$ cat config.mk
export PLATFORM = sky130hd
export DESIGN_NAME = sscs_front
export DESIGN_NICKNAME = d
export VERILOG_FILES = /design/src/hw/rtl/symmetric_sparse_csc_element_store_defines.svh /design/src/hw/rtl/sscs_pkg.sv /design/src/hw/rtl/sscs_front.sv
export SDC_FILE = /design/constraint.sdc
export NUM_CORES = 1
export LEC_CHECK = 0
export ABC_AREA = 1
export BUFFER_PORTS_ARGS = -buffer_cell sky130_fd_sc_hd__buf_2
export CAP_MARGIN = 40
export CORE_AREA = 10 10 88 90
export DETAILED_ROUTE_END_ITERATION = 6
export DIE_AREA = 0 0 98 100
export PLACE_DENSITY = 0.77
export SYNTH_ARGS = -nofsm -noshare
export SYNTH_HDL_FRONTEND = slang
export SYNTH_SLANG_ARGS = --single-unit
$ cat constraint.sdc
create_clock -name vclk -period 3.25
set_clock_uncertainty 0.1 [all_clocks]
set_input_delay 0.975 -clock vclk [all_inputs]
set_output_delay 0.975 -clock vclk [all_outputs]
set_load 0.05 [all_outputs]
$ cat src/hw/rtl/symmetric_sparse_csc_element_store_defines.svh
// Assertion macros used by the sparse store top level.
`ifndef SYMMETRIC_SPARSE_CSC_ELEMENT_STORE_DEFINES_SVH
`define SYMMETRIC_SPARSE_CSC_ELEMENT_STORE_DEFINES_SVH

// Same-cycle implication, checked out of reset.
`define SSCS_ASSERT_IMP(label, clk, rst_n, ante, cons) \
  label: assert property (@(posedge clk) disable iff (!rst_n) (ante) |-> (cons)) \
    else $error("sparse store check failed");

// Next-cycle implication, checked out of reset.
`define SSCS_ASSERT_NXT(label, clk, rst_n, ante, cons) \
  label: assert property (@(posedge clk) disable iff (!rst_n) (ante) |=> (cons)) \
    else $error("sparse store check failed");

`endif

$ cat src/hw/rtl/sscs_pkg.sv
// Shared types, op codes and constants of the sparse symmetric store.
package sscs_pkg;

  localparam int DEF_MAX_DIM     = 1024;
  localparam int DEF_MAX_ENTRIES = 65536;
  localparam int PTR_W           = 17;
  localparam int ROW_W           = 11;
  localparam int IDX_W           = 10;
  localparam int ADDR_W          = 16;
  localparam int VAL_W           = 64;
  localparam int QUEUE_DEPTH     = 2;

  localparam logic [2:0] OP_WPTR  = 3'd0;
  localparam logic [2:0] OP_WIDX  = 3'd1;
  localparam logic [2:0] OP_ADD   = 3'd2;
  localparam logic [2:0] OP_SET   = 3'd3;
  localparam logic [2:0] OP_GET   = 3'd4;
  localparam logic [2:0] OP_CHECK = 3'd5;
  localparam logic [2:0] OP_ZERO  = 3'd6;

  localparam logic CFG_INDEX_BASE  = 1'b0;
  localparam logic CFG_ENTRY_COUNT = 1'b1;

  // Classified request as it travels from front to back.
  typedef struct packed {
    logic [2:0]        op;
    logic              skip;
    logic [IDX_W-1:0]  hi;
    logic [IDX_W-1:0]  lo;
    logic [ADDR_W-1:0] address;
    logic [PTR_W-1:0]  entry;
    logic [VAL_W-1:0]  value;
  } cmd_t;

  typedef struct packed {
    logic full;
    logic empty;
  } queue_status_t;

endpackage

$ cat src/hw/rtl/sscs_front.sv
// Front end: takes requests and resolves triangle mirroring and skips.
module sscs_front import sscs_pkg::*; (
  input  logic                     in_valid_i,
  output logic                     in_ready_o,
  input  logic [2:0]               op_i,
  input  logic [IDX_W-1:0]         row_i,
  input  logic [IDX_W-1:0]         col_i,
  input  logic [ADDR_W-1:0]        address_i,
  input  logic [PTR_W-1:0]         entry_i,
  input  logic signed [VAL_W-1:0]  value_i,
  input  queue_status_t            q_status_i,
  output logic                     push_o,
  output cmd_t                     cmd_o
);

  always_comb begin
    cmd_o         = '0;
    cmd_o.op      = op_i;
    cmd_o.address = address_i;
    cmd_o.entry   = entry_i;
    cmd_o.value   = value_i;
    case (op_i)
      OP_ADD: begin
        // add swaps row and column
        cmd_o.skip = row_i > col_i;
        cmd_o.hi   = col_i;
        cmd_o.lo   = row_i;
      end
      OP_SET: begin
        cmd_o.skip = col_i > row_i;
        cmd_o.hi   = row_i;
        cmd_o.lo   = col_i;
      end
      default: begin
        cmd_o.skip = 1'b0;
        cmd_o.hi   = (row_i < col_i) ? col_i : row_i;
        cmd_o.lo   = (row_i < col_i) ? row_i : col_i;
      end
    endcase
  end

  assign in_ready_o = !q_status_i.full;
  assign push_o     = in_valid_i && !q_status_i.full;

endmodule

==> impl_metrics.tcl, run 1 <==
set metrics [dict create \
    ios 246 \
    fp.dieH_um 100 \
    final_cell_mix "nand2_4 (46), buf_4 (26), buf_8 (22)" \
    die_area_sq_um 9800 \
    finalSetupTns_ns -3.797 \
    place_area_sq_um 1459 \
    worstPathCellList "buf_6 > ha_4 > nand2_2 > nand2_2 > a21oi_4 > nand4_4 > nand2_4 > buf_12 > nand2_4 > nand2_4 > buf_8" \
    nets 339 \
    area_delta_synth_final_pct 34.86 \
    grt_max_degree 22 \
    antenna_found_initial 0 \
    hold_buffers 0 \
    p_per_area_nw_per_um2 292.7 \
    track_usage 0.08267 \
    clkbuf_count 0 \
    rsz0062_at_grt "yes" \
    holdWs_ns 1.850 \
    hp-start "value_i[16]" \
    max_cap_viol_count 0 \
    synth_nets 361 \
    crit_slowest_cell "ha_4" \
    worst-path-max-fanout 7 \
    ys_top_cells_by_area "buf_4 (49%), nand2_2 (17%), ha_1 (8.0%)" \
    wl_per_cell_um 16.44 \
    violations "negative setup slack" \
    outcome "finished, violations left" \
    gp_congestion 0.7530 \
    rows 29 \
    diodes 0 \
    first_global_vias 1347 \
    synthCells 228 \
    endpoint_kind "output port" \
    avgSynthCellArea_sq_um 6.849 \
    dr.pass1.iters 4 \
    grt_first_pass_wirelength_mm 6.900 \
    setup_viol 21 \
    start_util 0.2546 \
    routed-via-count 1219 \
    drive_gt1_frac 0.8235 \
    post-place-cells 278 \
    tightest_slew_ns 0.2539 \
    synth_top_area_share 0.4904 \
    synth_top_area_cell "buf_4" \
    fp.dieW_um 98 \
    p_leak_nw 1.056 \
    design_area_sq_um 2106 \
    finalCritPeriodShare 1.061 \
    layout.cells.non_filler 281 \
    start_kind "input pin" \
    ys_types 18 \
    critPathKind "in2out" \
    cp.arrival_ns 2.37 \
    yosysWarnings 0 \
    maxSlewViolCount 0 \
    peakVddDrop_v 0.0001544 \
    dp_hpwl_mm 3.546 \
    fmax_mhz 290.0 \
    crit_top_cell "nand2_4" \
    n_fill_cell 618 \
    grt_overflow 0 \
    core_area_sq_um 6132 \
    drc 0 \
    hold_class "in2out" \
    ant_nets 0 \
    final_common_cell "nand2_4" \
    slowest_delay_ns 0.24 \
    regArea_sq_um 0 \
    critPathLaunch "row_i[7]" \
    worstPathRequired_ns 2.17 \
    drt_iter0_drc 13 \
    fin_ws_ns -0.1978 \
    min_period_ns 3.448 \
    hold_path_depth 0 \
    finalHoldViolations 0 \
    wl_mm 4.621 \
    finalPower_mw 0.6163 \
    slew_headroom 0.8319 \
    yosysSeqAreaShare 0 \
    port-buffer-count 51 \
    seq_cell_count 0 \
    vias_per_cell 4.338 \
    syn-cell-area_sq_um 1561 \
]
==> through the flow <==
step	utilization	setup slack [ns]
final	0.3434	-0.1978
after global routing	0.3434	-0.2779
after CTS	0.3167	-0.1897
after detailed placement	0.2379	-0.4909
after global placement	0.2379	-0.4635
after floorplan	-	0.002925
==> power by group <==
group,internal [mW],switching (mW)
registers,0,0
logic,0.267,0.349
clock network,0,0
==> cells in the mapped netlist <==
master	number
buf_2	2
nand4_4	1
nand2_1	16
a21oi_1	1
buf_12	2
nand2_2	43
nand4_1	1
ha_1	10
nor2_4	2
a21oi_4	1
buf_4	102
nand3_1	22
nor2_2	1
inv_1	20
nand2_4	1
nor2_1	1
nand3_2	1
inv_2	1
==> final cells by class <==
type,instances,area (sq um),area share
multi-input combinational,101,1049,0.4979
timing repair buffer,82,863.3,0.4100
inverter,21,97.59,0.04635
tap,77,96.34,0.04575
==> per-layer routing <==
layer | wire [um] | global-route usage | part of all wire
met5 | 0 | 0 | 0
met4 | 297 | 0.05928 | 0.064
met3 | 560 | 0.03984 | 0.12
met2 | 2298 | 0.1482 | 0.50
met1 | 1464 | 0.07101 | 0.32
==> logic make-up (layout without fill, tap and decap cells) <==
group,after synthesis,after routing,synth area share
AND/OR/NAND/NOR,89,89,0.3333
AO/OA/AOI/OAI,2,2,0.01362
adder cells (fa/ha/maj),10,10,0.08013
buffers and inverters,127,103,0.5729
==> final timing paths <==
path,end
min,cmd_o[16]
max,cmd_o[111]
==> what timing repair did <==
action	CTS	global route
endpoints found under the hold margin	0	0
setup endpoints to repair	21	21
resized for setup	115	34
buffers inserted	0	1
gates cloned	1	1
pin swaps	20	23
==> critical path: cells and delay by family <==
family	cells	cell delay, ns
compound gates	1	0.18
simple gates	6	0.57
buf+inv	3	0.40
fa+ha+maj	1	0.24
(Power assumes the default switching activity.)
==> run 2, diff against run 1 <==
--- a/config.mk
+++ b/config.mk
@@ -12,6 +12,7 @@
 export DETAILED_ROUTE_END_ITERATION = 6
 export DIE_AREA = 0 0 98 100
 export PLACE_DENSITY = 0.77
+export REMOVE_ABC_BUFFERS = 1
 export SYNTH_ARGS = -nofsm -noshare
 export SYNTH_HDL_FRONTEND = slang
 export SYNTH_SLANG_ARGS = --single-unit
==> impl_metrics.tcl, run 2 (synthesis results as in run 1) <==
set metrics [dict create \
    antenna_found_initial 0 \
    min_period_ns 3.450 \
    outcome "finished, violations left" \
    holdWs_ns 1.850 \
    gr-usage-met1 0.08607 \
    p_leak_nw 1.004 \
    seq_cell_count 0 \
    hold_buffers 0 \
    finalSetupTns_ns -3.797 \
    core_area_sq_um 6132 \
    drive_gt1_frac 0.7910 \
    critPathBufInv 5 \
    busiest_layer "met2" \
    finalCritPeriodShare 1.061 \
    fp.dieH_um 100 \
    grt_first_pass_wirelength_mm 17.82 \
    critPathKind "in2out" \
    post-place-cells 274 \
    diodes 0 \
    hold_class "in2out" \
    nets 336 \
    area_delta_synth_final_pct 26.44 \
    dp_hpwl_mm 13.47 \
    drt_iter0_drc 29 \
    fin_ws_ns -0.1997 \
    ant_nets 0 \
    layout.cells.non_filler 278 \
    worst-path-max-fanout 8 \
    wl_mm 14.58 \
    finalPower_mw 0.5840 \
    cp.arrival_ns 2.37 \
    slew_headroom 0.8322 \
    fp.dieW_um 98 \
    gp_congestion 0.9810 \
    rsz0062_at_grt "yes" \
    hold_path_depth 0 \
    routed-via-count 1357 \
    setup_viol 21 \
    first_global_vias 1422 \
    max_cap_viol_count 0 \
    gr-usage-met3 0.4080 \
    place_area_sq_um 1358 \
    critPathTopFamily "buffers and inverters" \
    wl_per_cell_um 52.44 \
    grt_util_met2 0.5025 \
    die_area_sq_um 9800 \
    crit_top_cell "nand2_4" \
    vias_per_cell 4.881 \
    violations "negative setup slack" \
    regArea_sq_um 0 \
    pre_cts_slack_ns -0.3928 \
    finalHoldViolations 0 \
    grt_overflow 0 \
    start_util 0.2546 \
    clkbuf_count 0 \
    hp-start "entry_i[8]" \
    drc 0 \
    grt_max_degree 18 \
    final_cell_mix "nand2_4 (34), buf_4 (26), buf_8 (24)" \
    slowest_delay_ns 0.21 \
    whs_endpoint "cmd_o[72]" \
    crit_slowest_cell "ha_4" \
    tightest_slew_ns 0.2534 \
    dr.pass1.iters 4 \
    endpoint_kind "output port" \
    track_usage 0.2748 \
    port-buffer-count 51 \
    design_area_sq_um 1974 \
    fin_util 0.3220 \
    ios 246 \
    start_kind "input pin" \
    worstPathCellList "buf_8 > inv_4 > ha_4 > nand2_4 > inv_4 > a21oi_4 > nand4_4 > nand2_4 > buf_12 > nand2_4 > nand2_2 > buf_8" \
    rows 29 \
    fmax_mhz 289.9 \
    final_common_cell "nand2_4" \
    maxSlewViolCount 0 \
    p_per_area_nw_per_um2 295.8 \
    peakVddDrop_v 0.0001444 \
    worstPathRequired_ns 2.17 \
]
## run 2: repair_timing
| action | 4_1_cts | 5_1_grt |
|---|---|---|
| hold endpoints to repair | 0 | 0 |
| resized for setup | 121 | 27 |
| pin swaps | 19 | 12 |
| buffers inserted | 4 | 0 |
| setup endpoints to repair | 21 | 21 |
## run 2: layout make-up
class | instances | area [sq um]
Fill cell | 614 | 4158
Inverter | 21 | 93.84
Multi-Input combinational cell | 101 | 968.4
Tap cell | 77 | 96.34
Timing Repair Buffer | 79 | 815.8
## run 2: worst max path at each step
stage / start / end / slack (ns) / cells after the start
final: col_i[9] / cmd_o[116] / -0.20 / 12
after global routing: row_i[8] / cmd_o[105] / -0.29 / 10
after CTS: col_i[5] / cmd_o[113] / -0.21 / 14
after detailed placement: row_i[9] / cmd_o[108] / -0.39 / 11
after global placement: row_i[9] / cmd_o[97] / -0.36 / 11
after floorplan: col_i[9] / cmd_o[100] / -0.29 / 9
## run 2: power breakdown
group / internal, mW / leakage, nW / switching [mW]
clock network: 0 / 0 / 0
logic: 0.247 / 1.00 / 0.337
registers: 0 / 0 / 0
## run 2: layer usage
layer,up-vias,wire [um]
met4,4,1123
met2,233,7310
met1,538,1661
met3,38,4400
li1,544,-
met5,-,83
==> run 3, diff against run 2 <==
--- a/config.mk
+++ b/config.mk
@@ -5,13 +5,14 @@
 export SDC_FILE = /design/constraint.sdc
 export NUM_CORES = 1
 export LEC_CHECK = 0
-export ABC_AREA = 1
+export ABC_AREA = 0
 export BUFFER_PORTS_ARGS = -buffer_cell sky130_fd_sc_hd__buf_2
 export CAP_MARGIN = 40
 export CORE_AREA = 10 10 88 90
 export DETAILED_ROUTE_END_ITERATION = 6
 export DIE_AREA = 0 0 98 100
-export PLACE_DENSITY = 0.77
+export GPL_ROUTABILITY_DRIVEN = 0
+export PLACE_DENSITY = 0.73
 export REMOVE_ABC_BUFFERS = 1
 export SYNTH_ARGS = -nofsm -noshare
 export SYNTH_HDL_FRONTEND = slang
==> impl_metrics.tcl, run 3 <==
set metrics [dict create \
    outcome "finished, violations left" \
    violations "negative setup slack" \
    nets 265 \
    synth_top_area_share 0.5714 \
    first_global_vias 987 \
    grt_max_degree 9 \
    seq_cell_count 0 \
    finalCritPeriodShare 1.223 \
    rsz0062_at_grt "yes" \
    design_area_sq_um 1528 \
    dp_hpwl_mm 13.13 \
    final_cell_mix "buf_8 (21), buf_2 (18), mux2_4 (17)" \
    p_per_area_nw_per_um2 281.3 \
    ys_top_cells_by_area "buf_4 (57%), mux2_2 (17%), ha_1 (9.5%)" \
    synthCells 164 \
    tightest_slew_ns 0.2379 \
    rows 29 \
    gr-usage-met1 0.07756 \
    die_area_sq_um 9800 \
    p_leak_nw 0.7203 \
    hold_class "in2out" \
    worst-path-max-fanout 6 \
    regArea_sq_um 0 \
    synth_common_cells "buf_4 (100), mux2_2 (20), inv_1 (12)" \
    start_util 0.2142 \
    start_kind "input pin" \
    wl_per_cell_um 67.01 \
    syn-cell-area_sq_um 1314 \
    core_area_sq_um 6132 \
    endpoint_kind "output port" \
    yosysWarnings 0 \
    worstPathRequired_ns 2.17 \
    antenna_found_initial 0 \
    max_cap_viol_count 0 \
    grt_overflow 0 \
    worstPathCellList "buf_8 > inv_4 > ha_4 > nand4_1 > a211oi_2 > a2111o_1 > mux2i_4 > buf_6 > mux2_2 > buf_6" \
    port-buffer-count 51 \
    drive_gt1_frac 0.8538 \
    drt_iter0_drc 19 \
    vias_per_cell 4.715 \
    fp.dieW_um 98 \
    ios 246 \
    place_area_sq_um 974.7 \
    maxSlewViolCount 0 \
    clkbuf_count 0 \
    min_period_ns 3.976 \
    track_usage 0.2593 \
    critPathKind "in2out" \
    slowest_delay_ns 0.40 \
    diodes 0 \
    crit_slowest_cell "a2111o_1" \
    cp.arrival_ns 2.90 \
    fin_util 0.2491 \
    busiest_layer "met2" \
    avgSynthCellArea_sq_um 8.011 \
    yosysSeqAreaShare 0 \
    final_common_cell "buf_8" \
    setup_viol 21 \
    drc 0 \
    routed-via-count 976 \
    grt_first_pass_wirelength_mm 15.96 \
    dr.pass1.iters 4 \
    ys_types 19 \
    gr-usage-met3 0.3970 \
    finalPower_mw 0.4297 \
    finalHoldViolations 0 \
    crit_top_cell "buf_6" \
    slew_headroom 0.8380 \
    fmax_mhz 251.5 \
    fin_ws_ns -0.7261 \
    wl_mm 13.87 \
    peakVddDrop_v 0.0001456 \
    yosys.cell_count.top_type "buf_4" \
    synth_top_area_cell "buf_4" \
    hold_buffers 0 \
    grt_util_met2 0.5218 \
    fp.dieH_um 100 \
    area_delta_synth_final_pct 16.29 \
    ant_nets 0 \
]
[run 3: changes by cell type after synthesis, moves of 8 or more]
| cell | change |
|---|---|
| nand2_2 | -43 |
| nand2_1 | -15 |
| inv_1 | -8 |
| nand3_1 | -22 |
| mux2_2 | +20 |
[run 3: metrics by stage]
stage	instances	setup WS [ns]	hold slack (ns)	setup TNS, ns
detailed placement	201	-1.003	1.851	-20.21
global placement	201	-0.9078	1.851	-18.33
floorplan	62	-0.7732	1.850	-16.04
global route	207	-0.7716	1.850	-15.61
finish	207	-0.7261	1.850	-14.71
CTS	205	-0.7324	1.851	-14.79
[run 3: path summary, 6_finish.rpt]
path,startpoint,to,cells after the start,slack (ns)
min,entry_i[10],cmd_o[74],0,1.85
max,col_i[3],cmd_o[105],10,-0.73
[run 3: cells by family after synthesis]
family          after synthesis  synth area share
simple gates                 10           0.04190
compound gates                8           0.04381
fa+ha+maj                    10           0.09524
mux                          22            0.1962
buf+inv                     114            0.6229
[run 3: where the power goes]
part           leakage (nW)  internal, mW  switching (mW)
Sequential                0             0               0
Combinational         0.720         0.205           0.225
Clock                     0             0               0
Total                 0.720         0.205           0.225
[run 3: repair_timing]
| item | CTS | global route |
|---|---|---|
| resized for setup | 103 | 27 |
| gates cloned | 1 | 0 |
| pin swaps | 13 | 9 |
| buffers inserted | 3 | 2 |
| endpoints found under the hold margin | 0 | 0 |
| setup endpoints to repair | 21 | 21 |
[run 3: worst max-delay path, delay by kind of cell]
kind	cells	cell delay, ns
compound gates	2	0.47
simple gates	1	0.18
mux	2	0.59
buf+inv	4	0.48
fa+ha+maj	1	0.20
[run 3: cell type report]
| type | instances | area, sq um |
|---|---|---|
| Timing Repair Buffer | 68 | 675.6 |
| Multi-Input combinational cell | 50 | 695.7 |
| Fill cell | 644 | 4604 |
| Inverter | 12 | 60.06 |
| Tap cell | 77 | 96.34 |
[run 3: layer usage]
metal,part of all wire,up-vias
li1,-,362
met1,0.11,391
met2,0.56,213
met3,0.31,10
met4,0.014,0
met5,0,-
