### config.mk
export PLATFORM = sky130hd
export DESIGN_NAME = sscs_queue
export DESIGN_NICKNAME = d
export VERILOG_FILES = /design/src/hw/rtl/symmetric_sparse_csc_element_store_defines.svh /design/src/hw/rtl/sscs_pkg.sv /design/src/hw/rtl/sscs_queue.sv
export SDC_FILE = /design/constraint.sdc
export NUM_CORES = 1
export LEC_CHECK = 0
export BUFFER_PORTS_ARGS = -buffer_cell sky130_fd_sc_hd__buf_4
export CORE_MARGIN = 1.5
export CORE_UTILIZATION = 30
export CTS_CLUSTER_SIZE = 10
export DETAILED_ROUTE_END_ITERATION = 7
export PLACE_DENSITY = 0.48
export SYNTH_ARGS = -nofsm -noshare
export SYNTH_HDL_FRONTEND = slang
export SYNTH_SLANG_ARGS = --single-unit
### constraint.sdc
create_clock -name clk_i -period 8.1 [get_ports clk_i]
set_clock_uncertainty 0.05 [all_clocks]
set_input_delay 0.81 -clock clk_i [delete_from_list [all_inputs] [get_ports clk_i]]
set_output_delay 0.81 -clock clk_i [all_outputs]
set_load 0.01 [all_outputs]
### src/hw/rtl/symmetric_sparse_csc_element_store_defines.svh
// Assertion macros used by the sparse store top level.
`ifndef SYMMETRIC_SPARSE_CSC_ELEMENT_STORE_DEFINES_SVH
`define SYMMETRIC_SPARSE_CSC_ELEMENT_STORE_DEFINES_SVH

// Same-cycle implication, checked out of reset.
`define SSCS_ASSERT_IMP(label, clk, rst_n, ante, cons) \
  label: assert property (@(posedge clk) disable iff (!rst_n) (ante) |-> (cons)) \
    else $error("sparse store check failed");

// Next-cycle implication, checked out of reset.
`define SSCS_ASSERT_NXT(label, clk, rst_n, ante, cons) \
  label: assert property (@(posedge clk) disable iff (!rst_n) (ante) |=> (cons)) \
    else $error("sparse store check failed");

`endif

### src/hw/rtl/sscs_pkg.sv
// Shared types, op codes and constants of the sparse symmetric store.
package sscs_pkg;

  localparam int DEF_MAX_DIM     = 1024;
  localparam int DEF_MAX_ENTRIES = 65536;
  localparam int PTR_W           = 17;
  localparam int ROW_W           = 11;
  localparam int IDX_W           = 10;
  localparam int ADDR_W          = 16;
  localparam int VAL_W           = 64;
  localparam int QUEUE_DEPTH     = 2;

  localparam logic [2:0] OP_WPTR  = 3'd0;
  localparam logic [2:0] OP_WIDX  = 3'd1;
  localparam logic [2:0] OP_ADD   = 3'd2;
  localparam logic [2:0] OP_SET   = 3'd3;
  localparam logic [2:0] OP_GET   = 3'd4;
  localparam logic [2:0] OP_CHECK = 3'd5;
  localparam logic [2:0] OP_ZERO  = 3'd6;

  localparam logic CFG_INDEX_BASE  = 1'b0;
  localparam logic CFG_ENTRY_COUNT = 1'b1;

  // Classified request as it travels from front to back.
  typedef struct packed {
    logic [2:0]        op;
    logic              skip;
    logic [IDX_W-1:0]  hi;
    logic [IDX_W-1:0]  lo;
    logic [ADDR_W-1:0] address;
    logic [PTR_W-1:0]  entry;
    logic [VAL_W-1:0]  value;
  } cmd_t;

  typedef struct packed {
    logic full;
    logic empty;
  } queue_status_t;

endpackage

### src/hw/rtl/sscs_queue.sv
// Two-entry request queue between front and back.
module sscs_queue import sscs_pkg::*; (
  input  logic          clk_i,
  input  logic          rst_ni,
  input  logic          push_i,
  input  cmd_t          cmd_i,
  input  logic          pop_i,
  output cmd_t          cmd_o,
  output queue_status_t status_o
);

  localparam int PW = $clog2(QUEUE_DEPTH);

  cmd_t            mem_q [QUEUE_DEPTH];
  logic [PW-1:0]   wr_q, wr_d, rd_q, rd_d;
  logic [PW:0]     cnt_q, cnt_d;

  always_comb begin
    wr_d  = wr_q;
    rd_d  = rd_q;
    cnt_d = cnt_q;
    if (push_i) begin
      wr_d = (32'(wr_q) == QUEUE_DEPTH - 1) ? '0 : wr_q + 1'b1;
    end
    if (pop_i) begin
      rd_d = (32'(rd_q) == QUEUE_DEPTH - 1) ? '0 : rd_q + 1'b1;
    end
    if (push_i && !pop_i) begin
      cnt_d = cnt_q + 1'b1;
    end else if (pop_i && !push_i) begin
      cnt_d = cnt_q - 1'b1;
    end
  end

  always_ff @(posedge clk_i or negedge rst_ni) begin
    if (!rst_ni) begin
      wr_q  <= '0;
      rd_q  <= '0;
      cnt_q <= '0;
    end else begin
      wr_q  <= wr_d;
      rd_q  <= rd_d;
      cnt_q <= cnt_d;
    end
  end

  always_ff @(posedge clk_i) begin
    if (push_i) begin
      mem_q[wr_q] <= cmd_i;
    end
  end

  assign cmd_o          = mem_q[rd_q];
  assign status_o.full  = 32'(cnt_q) == QUEUE_DEPTH;
  assign status_o.empty = cnt_q == '0;

endmodule

==> results.py, run 1 <==
metrics = {
    "clocking": {
        "clock_tree.buffer_depth": 3,
        "cts_buffers": 28,
        "worst_setup_hold_path_clk_slew_ns": 0.05,
        "h_tree_depth": 1,
        "cts_tree": "yes",
        "clock_sink_count": 246,
        "cts.root.buffer_cell": "sky130_fd_sc_hd__clkbuf_16",
        "clk-insertion-delay-late_ns": 0.53,
    },
    "floorplanning": {
        "floorplan.die.height_um": 179,
        "core_mm2": 0.0305,
        "die_area_mm2": 0.0319,
        "num_io_pins": 248,
        "initial_core_util_pct": 30.3,
        "dieWidth_um": 179,
        "std_cell_rows": 64,
    },
    "routing": {
        "detail_route.drc_violations": 0,
        "drt-total-wl_mm": 18.8,
        "postRouteAntennaNets": 0,
        "detail_route.wl_per_cell_um": 17.6,
        "average_via_count_per_standard_cell": 4.22,
        "drt_first_iter_violations": 200,
        "firstDrtPassIters": 4,
        "via_count": 4507,
    },
    "worst_setup_path": {
        "worst_ep_arrival_time_ns": 3.21,
        "timing.critical_path.from_type": "register",
        "crit_type": "reg -> out",
        "timing.critical_path.required_ns": 7.24,
        "critical_path.max_fanout": 64,
        "timing.critical_path.to_type": "primary output",
    },
    "yosys": {
        "avgSynthCellArea_um2": 23.5,
        "syn_inst": 393,
        "synth-seq-area-share_pct": 79.6,
        "ys_warn_count": 0,
        "synthesis.nets": 519,
        "synth_cell_type_count": 14,
        "ys_seq_elements": 246,
        "syn_area_mm2": 0.00925,
    },
    "layout": {
        "nets": 787,
        "fraction_of_final_layout_cells_with_drive_strength_greater_than_1_pct": 60.3,
        "n_diodes": 0,
        "leading_cell_types_in_the_layout_fill_and_taps_excluded": "sky130_fd_sc_hd__buf_4, sky130_fd_sc_hd__edfxtp_1, sky130_fd_sc_hd__mux2_4, sky130_fd_sc_hd__mux2_2, sky130_fd_sc_hd__clkbuf_16",
        "layout_commonest_cell": "sky130_fd_sc_hd__buf_4",
        "areaGrowthSynthToFinish_pct": 32.9,
        "number_of_fill_cells_in_the_layout": 2758,
    },
    "sta": {
        "final_critical_path_setup_slack_ns": 4.03,
        "period_share_pct": 50.3,
        "final-max-slew-violation-count": 0,
        "layout_min_cycle_time_ns": 4.07,
        "worstMarginPinSlew_ns": 1.09,
        "timing.fmax_ghz": 0.246,
        "setup-violations-final": 0,
        "final.setup.tns_ns": 0,
        "rsz0062_at_grt": "no",
        "finalHoldViolations": 0,
        "timing.slew.headroom_pct": 27.5,
    },
    "global_route": {
        "grt_antenna_before_repair": 0,
        "grt_first_pass_wirelength_mm": 27.1,
        "via_count_of_the_first_global_routing_pass": 4820,
        "global_route_usage_sum_pct": 11.2,
        "grt_start_max_net_pins": 72,
        "global_route.overflow_total": 0,
    },
    "pwr": {
        "power_per_cell_area_mw_per_mm2": 346,
        "cellLeakagePower_nw": 4.78,
        "max-vdd-ir-drop_mv": 0.174,
    },
    "placement": {
        "preCtsSetupSlack_ns": 4.47,
        "port_buffers": 247,
        "detailed_place_hpwl_mm": 12.1,
        "place_congestion": 0.685,
    },
    "worst_hold_path": {
        "worstHoldPathType": "in -> reg",
    },
    "status": {
        "outcome": "completed",
    },
    "run": {
        "maxCapViolCount": 0,
    },
}
==> metal layers <==
metal,GRT usage [%],vias to the layer above,wire (um)
met5,0,-,0
met4,3.58,0,405
met3,3.28,35,1430
met2,18.8,169,9080
met1,13.9,2215,7860
li1,-,2088,-
==> critical path: stages (launching register included) <==
cell,delay [ns]
sky130_fd_sc_hd__dfrtp_4,1.10
sky130_fd_sc_hd__buf_4,0.99
sky130_fd_sc_hd__mux2_2,0.43
sky130_fd_sc_hd__buf_4,0.14
==> synth_stat cells, drive strengths merged <==
| cell | count | share of area, % |
|---|---|---|
| dfrtp | 4 | 1.1 |
| edfxtp | 242 | 79 |
| nor2b | 2 | 0.14 |
| xnor2 | 1 | 0.095 |
| mux2 | 121 | 18 |
| ha | 1 | 0.14 |
| inv | 1 | 0.041 |
| and2 | 1 | 0.068 |
| xor2 | 4 | 0.38 |
| buf | 14 | 1.5 |
| nor2 | 2 | 0.081 |
==> state kept, by name, summed over array words and instances, names as in the netlist <==
register and count:
cnt_q 2, mem_q 242, rd_q 1, wr_q 1
==> worst paths after layout <==
kind | startpoint | endpoint | slack (ns) | depth (start not counted)
worst max-delay path | rd_q | cmd_o[105] | 4.03 | 3
worst min-delay path | pop_i | rd_q | 0.41 | 2
worst max register to register | wr_q | mem_q[1][3] | 5.65 | 2
worst min register to register | cnt_q[1] | cnt_q[1] | 0.47 | 1
max in group asynchronous | rst_ni | rd_q | 7.32 | 2
min in group asynchronous | rst_ni | cnt_q[0] | 0.57 | 2
==> final cells by class <==
| cell class | count | area (um2) | share of cell area, % |
|---|---|---|---|
| Tap cell | 396 | 495 | 4.03 |
| Timing Repair Buffer | 252 | 1890 | 15.4 |
| Multi-Input combinational cell | 132 | 1760 | 14.3 |
| Sequential cell | 246 | 7370 | 59.9 |
| Clock buffer | 41 | 781 | 6.35 |
| Inverter | 1 | 3.75 | 0.0305 |
==> power by group <==
| group | internal (mW) | switching (mW) |
|---|---|---|
| sequential | 1.69 | 0.131 |
| clock | 0.652 | 0.447 |
| combinational | 0.750 | 0.578 |
| total | 3.10 | 1.16 |
==> per-stage QoR <==
step                      instance area (um2)  total power, mW  util (%)  hold WS [ns]  std cells
final                                   12300             4.25      40.3         0.407       1068
after global routing                    12300             4.47      40.3         0.380       1068
after CTS                               12300             4.34      40.3         0.371       1068
after detailed placement                11500             3.22      37.7         0.460       1026
after global placement                  11500             3.20      37.7         0.424       1026
after floorplan                          9250             2.66         -         0.405        393
==> repair_timing <==
| action | in CTS | in global routing |
|---|---|---|
| hold buffers | 1 | 0 |
| endpoints found under the setup margin | 0 | 0 |
| hold endpoints to repair | 4 | 0 |
| setup buffers | 0 | 0 |
| resized for setup | 0 | 0 |
==> logic make-up (layout without fill, tap and decap cells) <==
kind of cell               Yosys count  after routing  synth area share [%]
xor gates and xnor gates             5              5                 0.473
adders and majority gates            1              1                 0.135
buffers and inverters               15            294                  1.51
DFF                                246            246                  79.6
muxes                              121            121                  18.0
and+or+nand+nor                      5              5                 0.284
Power figures use the tool's default switching activity.
==> run 2: changes to the inputs <==
- clock period: 8.1 -> 4.1 ns (I/O delays scaled with it)
==> results.py, run 2 (synthesis gave the netlist of run 1 again) <==
metrics = {
    "worst_setup_path": {
        "critical_path.top_delay_family": "flip-flops",
        "crit_type": "reg -> out",
        "cp_bufs_invs": 2,
        "path_cells": "buf_12 > mux2_2 > buf_4",
        "critical_path.max_fanout": 48,
        "r2r_start": "wr_q",
        "worst_ep_arrival_time_ns": 2.14,
        "timing.critical_path.slowest_stage_cell": "sky130_fd_sc_hd__dfrtp_4",
        "timing.critical_path.to_type": "primary output",
        "timing.critical_path.slowest_cell_delay_ns": 0.63,
        "timing.critical_path.required_ns": 3.64,
        "worstSetupStartpoint": "rd_q",
        "timing.critical_path.from_type": "register",
    },
    "sta": {
        "final_critical_path_setup_slack_ns": 1.50,
        "timing.fmax_ghz": 0.385,
        "period_share_pct": 63.4,
        "layout_min_cycle_time_ns": 2.60,
        "final-max-slew-violation-count": 0,
        "final.setup.tns_ns": 0,
        "worstMarginPinSlew_ns": 0.769,
        "timing.slew.headroom_pct": 48.7,
        "finalHoldViolations": 0,
        "rsz0062_at_grt": "no",
        "setup-violations-final": 0,
    },
    "floorplanning": {
        "floorplan.die.height_um": 179,
        "core_mm2": 0.0305,
        "num_io_pins": 248,
        "dieWidth_um": 179,
        "initial_core_util_pct": 30.3,
        "die_area_mm2": 0.0319,
        "std_cell_rows": 64,
    },
    "pwr": {
        "cellLeakagePower_nw": 5.17,
        "power_per_cell_area_mw_per_mm2": 644,
        "fin_total_pwr_mw": 8.53,
        "max-vdd-ir-drop_mv": 0.342,
    },
    "routing": {
        "drt-total-wl_mm": 18.9,
        "detail_route.wl_per_cell_um": 16.3,
        "via_count": 4847,
        "detail_route.drc_violations": 0,
        "firstDrtPassIters": 4,
        "postRouteAntennaNets": 0,
        "average_via_count_per_standard_cell": 4.18,
        "drt_first_iter_violations": 222,
    },
    "layout": {
        "top_register": "mem_q",
        "nets": 876,
        "leading_cell_types_in_the_layout_fill_and_taps_excluded": "sky130_fd_sc_hd__buf_4, sky130_fd_sc_hd__edfxtp_1, sky130_fd_sc_hd__dlygate4sd3_1, sky130_fd_sc_hd__mux2_4, sky130_fd_sc_hd__mux2_2",
        "biggestRegsByFlops": "mem_q x242, cnt_q x2",
        "n_diodes": 0,
        "layout_commonest_cell": "sky130_fd_sc_hd__buf_4",
        "largest_register_ffs": 242,
        "areaGrowthSynthToFinish_pct": 43.3,
        "fraction_of_final_layout_cells_with_drive_strength_greater_than_1_pct": 53.4,
    },
    "placement": {
        "port_buffers": 247,
        "detailed_place_hpwl_mm": 11.9,
        "place_congestion": 0.712,
        "preCtsSetupSlack_ns": 2.02,
    },
    "global_route": {
        "grt_start_max_net_pins": 122,
        "global_route.overflow_total": 0,
        "via_count_of_the_first_global_routing_pass": 5289,
        "grt_first_pass_wirelength_mm": 28.2,
        "grt_antenna_before_repair": 0,
        "global_route_usage_sum_pct": 11.4,
    },
    "clocking": {
        "clock_tree.buffer_depth": 3,
        "clk-insertion-delay-late_ns": 0.52,
        "cts.root.buffer_cell": "sky130_fd_sc_hd__clkbuf_16",
        "worst_setup_hold_path_clk_slew_ns": 0.05,
        "cts.repair_timing.setup_buffer_count": 0,
        "h_tree_depth": 1,
        "cts_tree": "yes",
        "cts_buffers": 29,
        "clock_sink_count": 246,
    },
    "run": {
        "maxCapViolCount": 0,
    },
    "worst_hold_path": {
        "worstHoldPathType": "in -> reg",
        "hold_start": "cmd_i[13]",
    },
    "status": {
        "outcome": "completed",
    },
}
run 2: routing by layer:
metal  share of wire, %  GRT usage, %  wire (um)  vias to the layer above
li1                   -             -          -                     2269
met1                 41          13.9       7780                     2366
met2                 48          19.4       9130                      179
met3                8.3          3.41       1570                       33
met4                2.0          3.26        376                        0
met5                  0             0          0                        -
run 2: metrics by stage:
| stage | area [um2] | utilization [%] | hold WS (ns) | std cells |
|---|---|---|---|---|
| global route | 13300 | 43.4 | 0.000199 | 1160 |
| floorplan | 9260 | - | 0.0644 | 393 |
| global placement | 11600 | 37.9 | 0.163 | 1027 |
| CTS | 13200 | 43.3 | 0.000120 | 1157 |
| finish | 13300 | 43.4 | 0.0237 | 1160 |
| detailed placement | 11600 | 37.9 | 0.166 | 1027 |
run 2: power breakdown:
group          switching [mW]  internal [mW]
combinational            1.26           1.55
sequential              0.161           3.34
clock                   0.893           1.32
run 2: final cells by class:
cell class	instances	area [um2]
fill	2708	17300
clock inverter	2	8.76
multi-input combinational	132	1760
timing repair buffer	340	2820
clock buffer	43	798
inverter	1	3.75
sequential	246	7370
tap	396	495
run 2: worst paths after layout:
check                                 to  slack [ns]  cells after the start
min reg2reg                     cnt_q[1]        0.45                      1
max                           cmd_o[105]        1.50                      3
max reg2reg                mem_q[1][110]        2.19                      2
max in group asynchronous           rd_q        3.69                      2
min                         mem_q[1][13]        0.02                      1
min in group asynchronous       cnt_q[1]        0.19                      2
run 2: repair_timing:
action                                  CTS  global route
endpoints found under the setup margin    0             0
hold buffers                             85             3
hold endpoints to repair                164             5
gates resized for setup                   0             0
==> run 3: changes to the inputs <==
- ABC_AREA: not set -> 1
- clock period: 4.1 -> 2.5 ns (I/O delays scaled with it)
==> results.py, run 3 <==
metrics = {
    "floorplanning": {
        "std_cell_rows": 64,
        "num_io_pins": 248,
        "core_mm2": 0.0305,
        "dieWidth_um": 179,
        "die_area_mm2": 0.0320,
        "initial_core_util_pct": 30.4,
        "floorplan.die.height_um": 179,
    },
    "yosys": {
        "synth_cell_type_count": 15,
        "synthesis.nets": 528,
        "syn_area_mm2": 0.00927,
        "ys_warn_count": 0,
        "synthTopCellsByArea": "sky130_fd_sc_hd__edfxtp_1, sky130_fd_sc_hd__mux2_4, sky130_fd_sc_hd__mux2_2",
        "synth_largest_type_area_fraction_pct": 78.4,
        "ys_async_sr_fraction_pct": 1.63,
        "ys_seq_elements": 246,
        "synth-seq-area-share_pct": 79.4,
        "syn_inst": 402,
        "avgSynthCellArea_um2": 23.1,
        "post_synth_most_frequent_cells": "sky130_fd_sc_hd__edfxtp_1, sky130_fd_sc_hd__mux2_4, sky130_fd_sc_hd__mux2_2",
        "number_of_enable_flip_flop_cells_after_synthesis": 242,
        "synth_top_area_cell": "sky130_fd_sc_hd__edfxtp_1",
        "synth_ff_type": "sky130_fd_sc_hd__edfxtp_1",
        "synthMostInstantiatedCell": "sky130_fd_sc_hd__edfxtp_1",
    },
    "clocking": {
        "clock_tree.buffer_depth": 3,
        "cts_buffers": 28,
        "h_tree_depth": 1,
        "cts_hold_buf": 125,
        "cts.repair_timing.setup_buffer_count": 0,
        "cts_resized": 0,
        "clock_sink_count": 246,
        "cts.root.buffer_cell": "sky130_fd_sc_hd__clkbuf_16",
        "clk-insertion-delay-late_ns": 0.53,
        "cts_tree": "yes",
        "worst_setup_hold_path_clk_slew_ns": 0.06,
    },
    "worst_hold_path": {
        "worstHoldPathType": "in -> reg",
    },
    "routing": {
        "postRouteAntennaNets": 0,
        "drt_first_iter_violations": 173,
        "drt-total-wl_mm": 19.2,
        "drt-met1-wl_mm": 7.66,
        "wl_met3_mm": 1.42,
        "met2WireLength_mm": 9.60,
        "detail_route.drc_violations": 0,
        "via_count": 5071,
        "firstDrtPassIters": 4,
        "average_via_count_per_standard_cell": 4.20,
        "detail_route.wl_per_cell_um": 15.9,
        "dr.max_layer_used": "met4",
    },
    "layout": {
        "largest_register_ffs": 242,
        "nets": 925,
        "areaGrowthSynthToFinish_pct": 47.3,
        "biggestRegsByFlops": "mem_q x242, cnt_q x2",
        "top_register": "mem_q",
        "fraction_of_final_layout_cells_with_drive_strength_greater_than_1_pct": 50.7,
        "layout.cells.non_filler": 1207,
        "leading_cell_types_in_the_layout_fill_and_taps_excluded": "sky130_fd_sc_hd__buf_4, sky130_fd_sc_hd__edfxtp_1, sky130_fd_sc_hd__dlygate4sd3_1, sky130_fd_sc_hd__mux2_4, sky130_fd_sc_hd__mux2_2",
        "layout_commonest_cell": "sky130_fd_sc_hd__buf_4",
        "n_diodes": 0,
        "post-route-util_pct": 44.8,
    },
    "run": {
        "maxCapViolCount": 0,
    },
    "global_route": {
        "global_route_usage_sum_pct": 11.7,
        "grt_first_pass_wirelength_mm": 28.9,
        "grt_start_max_net_pins": 77,
        "via_count_of_the_first_global_routing_pass": 5461,
        "global_route.overflow_total": 0,
        "grt_antenna_before_repair": 0,
    },
    "sta": {
        "final.hold.worst_slack_ns": 0.384,
        "worstMarginPinSlew_ns": 0.647,
        "rsz0062_at_grt": "no",
        "period_share_pct": 94.6,
        "finalHoldViolations": 0,
        "final.setup.tns_ns": 0,
        "setup-violations-final": 0,
        "final-max-slew-violation-count": 0,
        "layout_min_cycle_time_ns": 2.37,
        "timing.slew.headroom_pct": 56.9,
        "final_critical_path_setup_slack_ns": 0.134,
        "timing.fmax_ghz": 0.423,
    },
    "pwr": {
        "max-vdd-ir-drop_mv": 0.515,
        "cellLeakagePower_nw": 5.35,
        "power_per_cell_area_mw_per_mm2": 1030,
    },
    "worst_setup_path": {
        "critical_path.max_fanout": 38,
        "timing.critical_path.required_ns": 2.20,
        "timing.critical_path.from_type": "register",
        "crit_type": "reg -> out",
        "timing.critical_path.to_type": "primary output",
        "worst_ep_arrival_time_ns": 2.07,
    },
    "placement": {
        "place_inst": 1040,
        "port_buffers": 247,
        "detailed_place_hpwl_mm": 12.3,
        "preCtsSetupSlack_ns": 0.667,
        "place_congestion": 0.688,
    },
    "status": {
        "outcome": "completed",
    },
}
==> run 3: cell types whose count changed in the layout (fill, tap and decap cells not counted), sizes merged, moves of 2 or more <==
cell / change
inv: +5
clkbuf: -2
nor2b: -2
nand2: +5
dlygate4sd3: +37
buf: +4
xor2: -2
==> run 3: stage by stage <==
stage | power [mW] | area, um2
floorplan | 8.56 | 9290
global placement | 10.5 | 11600
detailed placement | 10.5 | 11600
CTS | 14.3 | 13700
global route | 14.8 | 13700
finish | 14.0 | 13700
==> run 3: critical path, cell delays in order, from the launching register on <==
cell	delay, ns
sky130_fd_sc_hd__dfrtp_4	0.64
sky130_fd_sc_hd__buf_12	0.32
sky130_fd_sc_hd__mux2_2	0.38
sky130_fd_sc_hd__buf_4	0.14
==> run 3: logic make-up after synthesis <==
| group | share of synthesized area (%) |
|---|---|
| adder cells (fa/ha/maj) | 0.135 |
| AND/OR/NAND/NOR | 0.445 |
| flip-flops | 79.4 |
| buffers and inverters | 1.75 |
| multiplexers | 17.9 |
| XOR/XNOR | 0.283 |
==> run 3: layout make-up <==
class / instances / area (um2)
Clock buffer: 41 / 759
Clock inverter: 1 / 16.3
Fill cell: 2699 / 16800
Inverter: 7 / 30.0
Multi-Input combinational cell: 135 / 1750
Sequential cell: 246 / 7370
Tap cell: 396 / 495
Timing Repair Buffer: 381 / 3240
==> run 3: path summary, 6_finish.rpt <==
| kind | start | to | slack [ns] | cells past startpoint |
|---|---|---|---|---|
| worst max-delay path | rd_q | cmd_o[119] | 0.13 | 3 |
| worst min-delay path | cmd_i[111] | mem_q[1][111] | 0.38 | 2 |
| worst max register to register | wr_q | mem_q[0][27] | 0.92 | 2 |
| worst min register to register | cnt_q[1] | cnt_q[1] | 0.49 | 2 |
| max in group asynchronous | rst_ni | rd_q | 1.61 | 3 |
| min in group asynchronous | rst_ni | rd_q | 0.59 | 3 |
==> run 3: metal layers <==
| metal | up-vias | global-route usage (%) |
|---|---|---|
| met5 | - | 0 |
| met4 | 0 | 3.82 |
| met3 | 41 | 3.33 |
| met2 | 169 | 20.5 |
| met1 | 2485 | 13.7 |
| li1 | 2376 | - |
==> run 3: report_power, final <==
group / internal [mW] / switching, mW / total [mW]
logic: 2.63 / 2.12 / 4.75
clock network: 2.06 / 1.47 / 3.54
registers: 5.48 / 0.263 / 5.74
total: 10.2 / 3.85 / 14.0
